===== src/rtl/bca_pkg.sv =====
// Shared constants and types for the centred boxcar averager.
package bca_pkg;

  localparam int AVG_BITS      = 24;
  localparam int FRAC_BITS     = 8;
  localparam int WL_BITS       = 6;
  localparam int CFG_ADDR_BITS = 3;
  localparam int CFG_DATA_BITS = 32;

  localparam logic [WL_BITS-1:0] WL_RESET = 6'd5;

  // register index, taken from paddr above the byte-lane bits
  typedef logic reg_idx_t;
  localparam reg_idx_t REG_WINDOW_LENGTH = 1'b0;

  // shared adder/subtractor operation
  typedef logic alu_op_t;
  localparam alu_op_t ALU_ADD = 1'b0;
  localparam alu_op_t ALU_SUB = 1'b1;

endpackage


===== src/rtl/bca_ring.sv =====
// Sample ring memory: one write port, one registered read port.
module bca_ring #(
  parameter int DEPTH = 32,
  parameter int WIDTH = 16,
  parameter int AW    = 5
) (
  input  logic             clk,
  input  logic             wr_en,
  input  logic [AW-1:0]    wr_addr,
  input  logic [WIDTH-1:0] wr_data,
  input  logic             rd_en,
  input  logic [AW-1:0]    rd_addr,
  output logic [WIDTH-1:0] rd_data
);

  logic [WIDTH-1:0] mem [DEPTH];
  logic [WIDTH-1:0] rd_data_r;

  always_ff @(posedge clk) begin
    if (wr_en) begin
      mem[wr_addr] <= wr_data;
    end
  end

  always_ff @(posedge clk) begin
    if (rd_en) begin
      rd_data_r <= mem[rd_addr];
    end
  end

  assign rd_data = rd_data_r;

endmodule


===== src/rtl/bca_alu.sv =====
// Shared adder/subtractor used for accumulation, negation and division steps.
module bca_alu #(
  parameter int W = 21
) (
  input  bca_pkg::alu_op_t op,
  input  logic [W-1:0]     a,
  input  logic [W-1:0]     b,
  output logic [W:0]       res
);

  logic [W:0] a_x;
  logic [W:0] b_x;

  assign a_x = {a[W-1], a};
  assign b_x = {b[W-1], b};

  always_comb begin
    if (op == bca_pkg::ALU_SUB) begin
      res = a_x - b_x;
    end else begin
      res = a_x + b_x;
    end
  end

endmodule


===== src/rtl/centered_boxcar_average.sv =====
// Centred boxcar average with edge replication: samples in, Q.8 averages out.
// Input channel: in_sample / in_is_last, taken when in_valid is high and
// in_stall low. in_stall is high while an item is being worked on.
// Output channel: out_average / out_run_end / out_series_end, one result per
// transaction, held in an output register until out_stall is low.
// Each sample causes at most one result, except the flagged last sample,
// which flushes every pending result of the series in order.
// Per result the sequencer runs the shared adder to sum the window out of
// the ring memory (one read a cycle), then takes the magnitude, then runs a
// restoring division of the sum, widened by eight fraction bits, by k (one
// quotient bit a cycle), then loads the output register. A sample that
// causes no result leaves the sequencer idle.
// A new sample is taken as soon as the sequencer is idle, even while the
// last result still waits in the output register; a stalled receiver holds
// the sequencer only when a further result is ready to load.
// Reset (rst_n low, synchronous) empties the series, clears the output
// valid flag and sets window_length to 5. The ring needs no clearing pass.
module centered_boxcar_average #(
  parameter int MAX_WINDOW  = 32,
  parameter int SAMPLE_BITS = 16
) (
  input  logic                               clk,
  input  logic                               rst_n,
  // input channel
  input  logic                               in_valid,
  output logic                               in_stall,
  input  logic [SAMPLE_BITS-1:0]             in_sample,
  input  logic                               in_is_last,
  // result channel
  output logic                               out_valid,
  input  logic                               out_stall,
  output logic [bca_pkg::AVG_BITS-1:0]       out_average,
  output logic                               out_run_end,
  output logic                               out_series_end,
  // configuration port
  input  logic                               cfg_psel,
  input  logic                               cfg_penable,
  input  logic                               cfg_pwrite,
  input  logic [bca_pkg::CFG_ADDR_BITS-1:0]  cfg_paddr,
  input  logic [bca_pkg::CFG_DATA_BITS-1:0]  cfg_pwdata,
  output logic [bca_pkg::CFG_DATA_BITS-1:0]  cfg_prdata,
  output logic                               cfg_pready
);

  localparam int AW   = $clog2(MAX_WINDOW);
  localparam int KW   = $clog2(MAX_WINDOW + 1);
  localparam int SW   = SAMPLE_BITS + $clog2(MAX_WINDOW);
  localparam int DW   = SW + bca_pkg::FRAC_BITS;
  localparam int QW   = (DW > bca_pkg::AVG_BITS) ? DW : bca_pkg::AVG_BITS;
  localparam int CW   = $clog2(DW + 1);
  localparam int AGW  = KW + 3;
  localparam int CMPW = (KW > bca_pkg::WL_BITS) ? KW : bca_pkg::WL_BITS;

  localparam logic [2:0] S_IDLE = 3'd0;
  localparam logic [2:0] S_ACC  = 3'd1;
  localparam logic [2:0] S_NEG  = 3'd2;
  localparam logic [2:0] S_DIV  = 3'd3;
  localparam logic [2:0] S_PUT  = 3'd4;

  // control state
  logic [2:0]                    state_r, state_nxt;
  logic [bca_pkg::WL_BITS-1:0]   window_r;
  logic [KW-1:0]                 seen_r, seen_nxt;
  logic [AW-1:0]                 wr_pos_r, wr_pos_nxt;
  logic                          rd_vld_r;
  logic                          out_valid_r, out_valid_nxt;

  // working registers
  logic [SAMPLE_BITS-1:0]        first_r;
  logic [KW-1:0]                 k_r, h_r, e_r, bottom_r, t_r;
  logic                          last_r;
  logic                          rd_first_r;
  logic [SW-1:0]                 acc_r;
  logic                          neg_r;
  logic [DW-1:0]                 dvd_r;
  logic [KW-1:0]                 rem_r;
  logic [CW-1:0]                 cnt_r;
  logic [bca_pkg::AVG_BITS-1:0]  avg_r;
  logic                          run_end_r, series_end_r;

  // accept-time decode
  logic                          in_acc;
  logic [CMPW-1:0]               wl_ext;
  logic [KW-1:0]                 k_c, h_c, ahead_c, newest_c, top_c, bottom_c;
  logic                          emit_c;

  // ring addressing
  logic                          issue;
  logic signed [AGW-1:0]         age_s, age_c, oldest_s, idx_s, idx_w;
  logic                          use_first_c;
  logic [AW-1:0]                 rd_addr;
  logic [SAMPLE_BITS-1:0]        rd_data;
  logic [SAMPLE_BITS-1:0]        term;

  // shared unit
  bca_pkg::alu_op_t              alu_op;
  logic [SW-1:0]                 alu_a, alu_b;
  logic [SW:0]                   alu_res;
  logic [KW:0]                   rem_sh;

  logic [QW-1:0]                 q_ext, sval;
  logic                          out_ld;
  logic                          cfg_wr;

  // ---------------------------------------------------------------- config
  assign cfg_wr     = cfg_psel && cfg_penable && cfg_pwrite && cfg_pready;
  assign cfg_pready = 1'b1;

  always_comb begin
    cfg_prdata = '0;
    if (cfg_paddr[2] == bca_pkg::REG_WINDOW_LENGTH) begin
      cfg_prdata = bca_pkg::CFG_DATA_BITS'(window_r);
    end
  end

  always_ff @(posedge clk) begin
    if (!rst_n) begin
      window_r <= bca_pkg::WL_RESET;
    end else if (cfg_wr && (cfg_paddr[2] == bca_pkg::REG_WINDOW_LENGTH)) begin
      window_r <= cfg_pwdata[bca_pkg::WL_BITS-1:0];
    end
  end

  // ---------------------------------------------------------------- accept
  assign in_stall = (state_r != S_IDLE);
  assign in_acc   = in_valid && !in_stall;

  assign wl_ext = CMPW'(window_r);

  always_comb begin
    if (window_r == '0) begin
      k_c = KW'(1);
    end else if (wl_ext > CMPW'(MAX_WINDOW)) begin
      k_c = KW'(MAX_WINDOW);
    end else begin
      k_c = KW'(wl_ext);
    end
    h_c     = (k_c - KW'(1)) >> 1;
    ahead_c = k_c - KW'(1) - h_c;
    newest_c = seen_nxt - KW'(1);
    if (in_is_last) begin
      top_c    = (newest_c < ahead_c) ? newest_c : ahead_c;
      bottom_c = '0;
      emit_c   = 1'b1;
    end else begin
      top_c    = ahead_c;
      bottom_c = ahead_c;
      emit_c   = (newest_c >= ahead_c);
    end
  end

  always_comb begin
    seen_nxt   = seen_r;
    wr_pos_nxt = wr_pos_r;
    if (in_acc) begin
      if (seen_r < KW'(MAX_WINDOW)) begin
        seen_nxt = seen_r + KW'(1);
      end
      wr_pos_nxt = (wr_pos_r == AW'(MAX_WINDOW - 1)) ? '0 : wr_pos_r + AW'(1);
    end else if (state_r == S_PUT && out_ld && e_r == bottom_r && last_r) begin
      // series over: start afresh
      seen_nxt   = '0;
      wr_pos_nxt = '0;
    end
  end

  // ---------------------------------------------------------------- ring
  // age of the tap relative to the newest sample, clamped at both edges
  always_comb begin
    age_s    = $signed(AGW'(e_r)) + $signed(AGW'(h_r)) - $signed(AGW'(t_r));
    age_c    = age_s[AGW-1] ? '0 : age_s;
    oldest_s = $signed(AGW'(seen_r)) - $signed(AGW'(1));
    use_first_c = (age_c > oldest_s);
    idx_s    = $signed(AGW'(wr_pos_r)) - $signed(AGW'(1)) - age_c;
    idx_w    = idx_s[AGW-1] ? (idx_s + $signed(AGW'(MAX_WINDOW))) : idx_s;
    rd_addr  = idx_w[AW-1:0];
  end

  assign issue = (state_r == S_ACC) && (t_r != k_r);

  bca_ring #(
    .DEPTH (MAX_WINDOW),
    .WIDTH (SAMPLE_BITS),
    .AW    (AW)
  ) u_ring (
    .clk     (clk),
    .wr_en   (in_acc),
    .wr_addr (wr_pos_r),
    .wr_data (in_sample),
    .rd_en   (issue),
    .rd_addr (rd_addr),
    .rd_data (rd_data)
  );

  assign term = rd_first_r ? first_r : rd_data;

  // ---------------------------------------------------------------- shared unit
  assign rem_sh = {rem_r, dvd_r[DW-1]};

  always_comb begin
    alu_op = bca_pkg::ALU_ADD;
    alu_a  = acc_r;
    alu_b  = '0;
    unique case (state_r)
      S_ACC: begin
        alu_op = bca_pkg::ALU_ADD;
        alu_a  = acc_r;
        alu_b  = {{(SW-SAMPLE_BITS){term[SAMPLE_BITS-1]}}, term};
      end
      S_NEG: begin
        alu_op = bca_pkg::ALU_SUB;
        alu_a  = '0;
        alu_b  = acc_r;
      end
      S_DIV: begin
        alu_op = bca_pkg::ALU_SUB;
        alu_a  = SW'(rem_sh);
        alu_b  = SW'(k_r);
      end
      default: begin
        alu_op = bca_pkg::ALU_ADD;
      end
    endcase
  end

  bca_alu #(
    .W (SW)
  ) u_alu (
    .op  (alu_op),
    .a   (alu_a),
    .b   (alu_b),
    .res (alu_res)
  );

  // ---------------------------------------------------------------- result
  assign q_ext  = QW'(dvd_r);
  assign sval   = neg_r ? (QW'(0) - q_ext) : q_ext;
  assign out_ld = (state_r == S_PUT) && (!out_valid_r || !out_stall);

  always_comb begin
    out_valid_nxt = out_valid_r;
    if (out_ld) begin
      out_valid_nxt = 1'b1;
    end else if (out_valid_r && !out_stall) begin
      out_valid_nxt = 1'b0;
    end
  end

  // ---------------------------------------------------------------- sequencer
  always_comb begin
    state_nxt = state_r;
    unique case (state_r)
      S_IDLE: begin
        if (in_acc && emit_c) begin
          state_nxt = S_ACC;
        end
      end
      S_ACC: begin
        if (t_r == k_r && !rd_vld_r) begin
          state_nxt = S_NEG;
        end
      end
      S_NEG: begin
        state_nxt = S_DIV;
      end
      S_DIV: begin
        if (cnt_r == CW'(DW - 1)) begin
          state_nxt = S_PUT;
        end
      end
      S_PUT: begin
        if (out_ld) begin
          state_nxt = (e_r == bottom_r) ? S_IDLE : S_ACC;
        end
      end
      default: begin
        state_nxt = S_IDLE;
      end
    endcase
  end

  always_ff @(posedge clk) begin
    if (!rst_n) begin
      state_r     <= S_IDLE;
      seen_r      <= '0;
      wr_pos_r    <= '0;
      rd_vld_r    <= 1'b0;
      out_valid_r <= 1'b0;
    end else begin
      state_r     <= state_nxt;
      seen_r      <= seen_nxt;
      wr_pos_r    <= wr_pos_nxt;
      rd_vld_r    <= issue;
      out_valid_r <= out_valid_nxt;
    end
  end

  always_ff @(posedge clk) begin
    rd_first_r <= use_first_c;
    if (issue) begin
      t_r <= t_r + KW'(1);
    end
    unique case (state_r)
      S_IDLE: begin
        if (in_acc) begin
          if (seen_r == '0) begin
            first_r <= in_sample;
          end
          k_r      <= k_c;
          h_r      <= h_c;
          e_r      <= top_c;
          bottom_r <= bottom_c;
          last_r   <= in_is_last;
          t_r      <= '0;
          acc_r    <= '0;
        end
      end
      S_ACC: begin
        if (rd_vld_r) begin
          acc_r <= alu_res[SW-1:0];
        end
      end
      S_NEG: begin
        neg_r <= acc_r[SW-1];
        dvd_r <= {(acc_r[SW-1] ? alu_res[SW-1:0] : acc_r),
                  {bca_pkg::FRAC_BITS{1'b0}}};
        rem_r <= '0;
        cnt_r <= '0;
      end
      S_DIV: begin
        // restoring step: keep the difference when it did not go negative
        if (!alu_res[SW]) begin
          rem_r <= alu_res[KW-1:0];
          dvd_r <= {dvd_r[DW-2:0], 1'b1};
        end else begin
          rem_r <= rem_sh[KW-1:0];
          dvd_r <= {dvd_r[DW-2:0], 1'b0};
        end
        cnt_r <= cnt_r + CW'(1);
      end
      S_PUT: begin
        if (out_ld) begin
          e_r   <= e_r - KW'(1);
          t_r   <= '0;
          acc_r <= '0;
        end
      end
      default: begin
        acc_r <= acc_r;
      end
    endcase
  end

  always_ff @(posedge clk) begin
    if (out_ld) begin
      avg_r        <= sval[bca_pkg::AVG_BITS-1:0];
      run_end_r    <= (e_r == bottom_r);
      series_end_r <= (e_r == bottom_r) && last_r;
    end
  end

  assign out_valid      = out_valid_r;
  assign out_average    = avg_r;
  assign out_run_end    = run_end_r;
  assign out_series_end = series_end_r;

`ifndef SYNTHESIS
  a_load_from_put: assert property (@(posedge clk) disable iff (!rst_n)
    $rose(out_valid_r) |-> $past(state_r == S_PUT))
    else $error("result register loaded outside the output step");

  a_k_in_range: assert property (@(posedge clk) disable iff (!rst_n)
    (state_r != S_IDLE) |-> (k_r >= KW'(1) && k_r <= KW'(MAX_WINDOW)))
    else $error("window length out of range while busy");

  a_rem_below_k: assert property (@(posedge clk) disable iff (!rst_n)
    (state_r == S_DIV) |-> (rem_r < k_r))
    else $error("division remainder not below divisor");

  a_series_end_run_end: assert property (@(posedge clk) disable iff (!rst_n)
    (out_valid_r && series_end_r) |-> run_end_r)
    else $error("series end without run end");
`endif

endmodule


===== config.mk =====
export PLATFORM = sky130hd
export DESIGN_NAME = centered_boxcar_average
export DESIGN_NICKNAME = d
export VERILOG_FILES = /design/src/rtl/bca_pkg.sv /design/src/rtl/bca_ring.sv /design/src/rtl/bca_alu.sv /design/src/rtl/centered_boxcar_average.sv
export SDC_FILE = /design/constraint.sdc
export NUM_CORES = 1
export LEC_CHECK = 0
export ABC_AREA = 0
export BUFFER_PORTS_ARGS = -buffer_cell sky130_fd_sc_hd__buf_2
export CAP_MARGIN = 20
export CORE_UTILIZATION = 42
export CTS_CLUSTER_SIZE = 28
export DETAILED_ROUTE_END_ITERATION = 12
export HOLD_SLACK_MARGIN = 0.08
export PLACE_DENSITY = 0.62
export SYNTH_ARGS = -nofsm -noshare
export SYNTH_HDL_FRONTEND = slang
export SYNTH_SLANG_ARGS = --single-unit
export TNS_END_PERCENT = 30

===== constraint.sdc =====
create_clock -name clk -period 11.7 [get_ports clk]
set_input_delay 3.51 -clock clk [delete_from_list [all_inputs] [get_ports clk]]
set_output_delay 3.51 -clock clk [all_outputs]
set_load 0.03 [all_outputs]

### Word level (Yosys, flattened, before mapping)

Memory sizes are Yosys's and may differ from the RTL's. A register that Yosys moved wholly into a read port is not among the register bits.
Index checks and enable logic that the tools add are counted.

| word-level totals | value |
|---|---|
| bits of input ports | 59 |
| RAM bits | 512 |
| output and inout bits | 61 |
| memories | 1 |
| register bits | 157 |

| cells by class | value |
|---|---|
| $add $sub $neg | 17 |
| bitwise operators | 1 |
| reduce and logical (&&, ||, !) cells | 33 |
| $lt $le $gt $ge | 5 |
| equality and inequality tests | 15 |
| multiplexer cells | 47 |

Memories:

| name | words | width | rd ports | clocked after Yosys merged registers in | write ports | RTL line | source |
|---|---|---|---|---|---|---|---|
| u_ring.mem | 32 | 16 | 1 | 1 | 1 | bca_ring.sv:16 | `logic [WIDTH-1:0] mem [DEPTH];` |

Operators by type and width:

| operator | number |
|---|---|
| case mux 21 bit (3 select lines) | 2 |
| 2-to-1 mux 21 bit | 4 |
| 2-to-1 mux 6 bit | 14 |
| case mux 29 bit (2 select lines) | 1 |
| case mux 21 bit (2 select lines) | 1 |
| case mux 6 bit (2 select lines) | 3 |
| 2-to-1 mux 24 bit | 1 |
| subtractor 1 x 24 -> 24 bit, first input constant | 1 |
| adder 21 x 21 -> 22 bit | 1 |
| 2-to-1 mux 22 bit | 1 |
| subtractor 21 x 21 -> 22 bit | 1 |
| 2-to-1 mux 5 bit | 4 |
| subtractor 6 x 1 -> 6 bit, second input constant | 3 |
| 2-to-1 mux 16 bit | 1 |
| adder 5 x 1 -> 5 bit, second input constant | 3 |
| case mux 3 bit (5 select lines) | 1 |
| logical AND 1 bit | 13 |
| adder 6 x 1 -> 6 bit, second input constant | 2 |
| equality test 6 bit | 2 |
| zero test 6 bit | 2 |
| 2-to-1 mux 3 bit | 4 |
| equality test 5 bit, second input constant | 2 |
| != test 2 bit, second input constant | 5 |
| case mux 5 bit (2 select lines) | 1 |
| other kinds (28) | 45 |

### Longest topological paths before layout

| logic depth | value |
|---|---|
| word-level depth | 14 |
| depth in mapped cells | 23 |

### By module

From an unflattened synthesis, not the netlist that was laid out.

| second synthesis, totals | value |
|---|---|
| cells, all modules | 2,260 |
| area, all modules | 31,551.5 sq um |

By module, submodules not included:

| module | times used | area each (sq um) | cells an instance |
|---|---|---|---|
| bca_ring | 1 | 20,694.8 | 1,143 |
| centered_boxcar_average | 1 | 9,322.7 | 897 |
| bca_alu | 1 | 1,534.0 | 220 |

### Worst setup path after synthesis

No wires, ideal clock.

| timing path | value |
|---|---|
| path kind | input port to output port |
| start | in cfg_paddr[2] in the netlist's numbering |
| end | out cfg_prdata[0] in the netlist's numbering |
| path slack | 4,248 ps |
| arrival time | 3,942 ps |
| stages | 1 |
| buffers on the path | 0 |
| path through | nor2b_1 |

| on the way | value |
|---|---|
| longest elaborated chain between the ends | 1 |

RTL lines:

| what | RTL line | source |
|---|---|---|
| from (decl) | centered_boxcar_average.sv:39 | `input logic [bca_pkg::CFG_ADDR_BITS-1:0] cfg_paddr,` |
| 2-to-1 mux 6 bit | centered_boxcar_average.sv:111 | `if (cfg_paddr[2] == bca_pkg::REG_WINDOW_LENGTH) begin` |
| to (decl) | centered_boxcar_average.sv:41 | `output logic [bca_pkg::CFG_DATA_BITS-1:0] cfg_prdata,` |

Every way passes these cells.

### Final worst setup path

| timing path | value |
|---|---|
| start | in cfg_paddr[2] in the netlist's numbering |
| end | out cfg_prdata[4] in the netlist's numbering |

Same word-level chain as after synthesis.

==> results.yml <==
cells_and_area:
  n_fill_cell: 5998
  regArea_um2: 20280
  syn2layout_area_growth_pct: 13.19
  multiInputGateArea_um2: 9674
  num_antenna_cells: 0
  layoutNonFillerInstCount: 2997
  nNetsFinal: 2123
  final_util: 0.4821
  drive_gt1_frac: 0.2213
critical_path:
  crit_path_frequent_cell: "buf_2"
  end_kind: "primary output"
  critical_path_arrival_ns: 3.96
  cp_slowest_stage_delay_ns: 0.20
  critPathKind: "in -> out"
  required_ns: 8.19
  cp_max_fo: 7
  crit_chain: "buf_2, nor2b_1, buf_2"
  cpMaxStageDelayCell: "buf_2"
  cp-start-kind: "primary input"
detailed_routing:
  wirelength_um: 66480
  wl_per_cell_um: 22.18
  drt_pass1_iterations: 5
  via_per_inst: 5.468
  drc: 0
  drtIter0Drc: 1487
  antenna_left: 0
  vias: 16390
placement:
  io_buffers: 64
  hpwl_um: 40480
  finalWeightedCongestion: 0.8250
  placed_cells: 2862
global_routing:
  grt_usage: 0.1831
  grt_first_pass_wirelength_um: 101300
  grt_pass1_vias: 16650
  grt_overflow: 0
  antenna_found_initial: 5
  grt_start_max_net_pins: 64
clock_network:
  cts_buffers: 73
  ctsHoldBuffers: 0
  cts_resized: 0
  clk_pin_slew_ns: 0.06
  clockBufferDepth: 3
  cts_sinks: 685
  postCtsSetupBuffers: 0
  h-tree-depth: 3
  cts_tree: "done"
  insertion_delay_ns: 0.63
  root_buffer: "clkbuf_16"
die:
  core.rowCount: 98
  dieArea_um2: 73830
  coreArea_um2: 71730
  start_util: 0.4260
  pin_count: 120
  dieHeight_um: 271.7
  dieWidth_um: 271.7
synthesis:
  yosys.cell_types.count: 80
  synth_top_family_by_area: "multiplexers"
  synthCells: 1880
  synth_area_um2: 30550
  synth_mux_area_frac: 0.1391
  avgSynthCellArea_um2: 16.25
  ys_seq_area_frac: 0.6637
  ys_ff_latch: 685
  synth_edf_count: 656
  synth-warning-count: 0
  ys.flop_type: "edfxtp_1"
  synthAdderAreaFrac: 0.03227
  synth_xor_area_frac: 0.02805
  synthSimpleGateAreaFrac: 0.06716
  synthArstFlopShare: 0
  synth_compound_area_frac: 0.04414
run:
  max_cap_violations: 0
sta:
  worstMarginPinSlew_ns: 0.9771
  fmax_mhz: 133.9
  whs_ns: 0.5133
  fin_skew_ns: 0.01935
  drv_slew: 0
  hold_violations: 0
  slew_headroom: 0.3486
  min_period_ns: 7.467
  finalCritPeriodShare: 0.6382
  setup_tns_ns: 0
  rsz0062_at_grt: "no"
  finalSetupViolations: 0
run_status:
  status: "complete, no violations"
worst_hold_path:
  hold_path_class: "reg -> reg"
through the flow:
| step | worst slack [ns] | cell area (um^2) |
|---|---|---|
| 2_1_floorplan | 4.248 | 30650 |
| 3_3_place_gp | 4.200 | 32080 |
| 3_5_place_dp | 4.091 | 32080 |
| 4_1_cts | 4.228 | 34540 |
| 5_1_grt | 4.194 | 34580 |
| 6_report | 4.233 | 34580 |
kinds of logic (layout without fill, tap and decap cells):
logic type,after synthesis,after routing
AOI/OAI and AO/OA,213,213
xor gates and xnor gates,97,97
adders and majority gates,74,74
buffers and inverters,173,314
DFF,685,685
muxes,222,222
other,2,28
and+or+nand+nor,414,414
worst paths after layout:
path,slack [ns],endpoint,cells after the start,startpoint
setup / recovery,4.23,cfg_prdata[4],3,cfg_paddr[2]
hold / removal,0.51,out_average[0],0,dvd_r[0]
setup reg to reg,5.46,u_ring.rd_data[11],17,e_r[1]
hold reg to reg,0.51,out_average[0],0,dvd_r[0]
cell usage in the layout, fill, tap and decap left out, types with 8 or more instances in the layout:
master / netlist / layout
clkinv_1: 1 / 11
clkbuf_16: 0 / 75
clkinv_2: 0 / 14
and2_1: 34 / 34
or3_1: 9 / 9
nand3b_1: 8 / 8
dfxtp_1: 29 / 29
nand3_1: 23 / 23
o31ai_1: 11 / 11
mux4_2: 160 / 160
buf_4: 29 / 51
edfxtp_1: 656 / 656
nor2b_1: 14 / 14
nand2b_1: 12 / 12
nor2_2: 1 / 17
nor2_1: 133 / 117
bufinv_16: 0 / 8
conb_1: 2 / 28
o21ai_0: 57 / 57
nor3_1: 23 / 23
clkbuf_1: 59 / 11
nand2_1: 102 / 102
o21ai_1: 8 / 8
xor2_1: 35 / 35
xnor2_1: 61 / 59
buf_2: 6 / 64
ha_1: 66 / 65
inv_1: 63 / 62
a21o_1: 13 / 13
mux2_2: 20 / 20
a21oi_1: 60 / 60
and3_1: 16 / 16
mux2i_1: 41 / 41
final cells by class:
type | instances | area share
Clock buffer | 86 | 0.05546
Multi-Input combinational cell | 1048 | 0.2797
Timing Repair Buffer | 117 | 0.02145
Tap cell | 950 | 0.03437
Clock inverter | 46 | 0.01556
Sequential cell | 685 | 0.5864
Inverter | 65 | 0.007055
sequential cells by signal, indices dropped and copies added (netlist names), 3 cells and up:
name,cells
e_r,6
wr_pos_r,5
t_r,6
bottom_r,6
out_average,24
seen_r,6
k_r,6
first_r,16
rem_r,6
acc_r,21
h_r,5
u_ring.rd_data,16
cnt_r,5
u_ring.mem,512
state_r,3
dvd_r,29
window_r,6
critical path, delay by kind of cell:
| kind | cells | cell delay [ns] |
|---|---|---|
| and+or+nand+nor | 1 | 0.11 |
| buffers and inverters | 2 | 0.33 |
metal layers:
layer	track usage	share of wire	vias to the layer above
li1	-	-	7452
met1	0.2470	0.43	8318
met5	0	0.00098	-
met3	0.03565	0.059	119
met4	0.05751	0.026	10
met2	0.2995	0.48	488
synth_stat cells, drive strengths merged (29+ instances only):
| cell | n | area [um^2] |
|---|---|---|
| a21oi | 60 | 300.3 |
| inv | 64 | 240.2 |
| ha | 66 | 825.8 |
| dfxtp | 29 | 580.6 |
| mux4 | 160 | 3603 |
| xor2 | 35 | 306.5 |
| edfxtp | 656 | 19700 |
| nor2 | 134 | 505.5 |
| nand2 | 102 | 382.9 |
| and2 | 34 | 212.7 |
| clkbuf | 59 | 221.5 |
| mux2i | 41 | 410.4 |
| o21ai | 65 | 325.3 |
| buf | 49 | 307.8 |
| xnor2 | 62 | 550.5 |
Power is left out: the tool's default activity adds up to more than one toggle a clock period on the data nets, which glitch-free logic cannot reach.
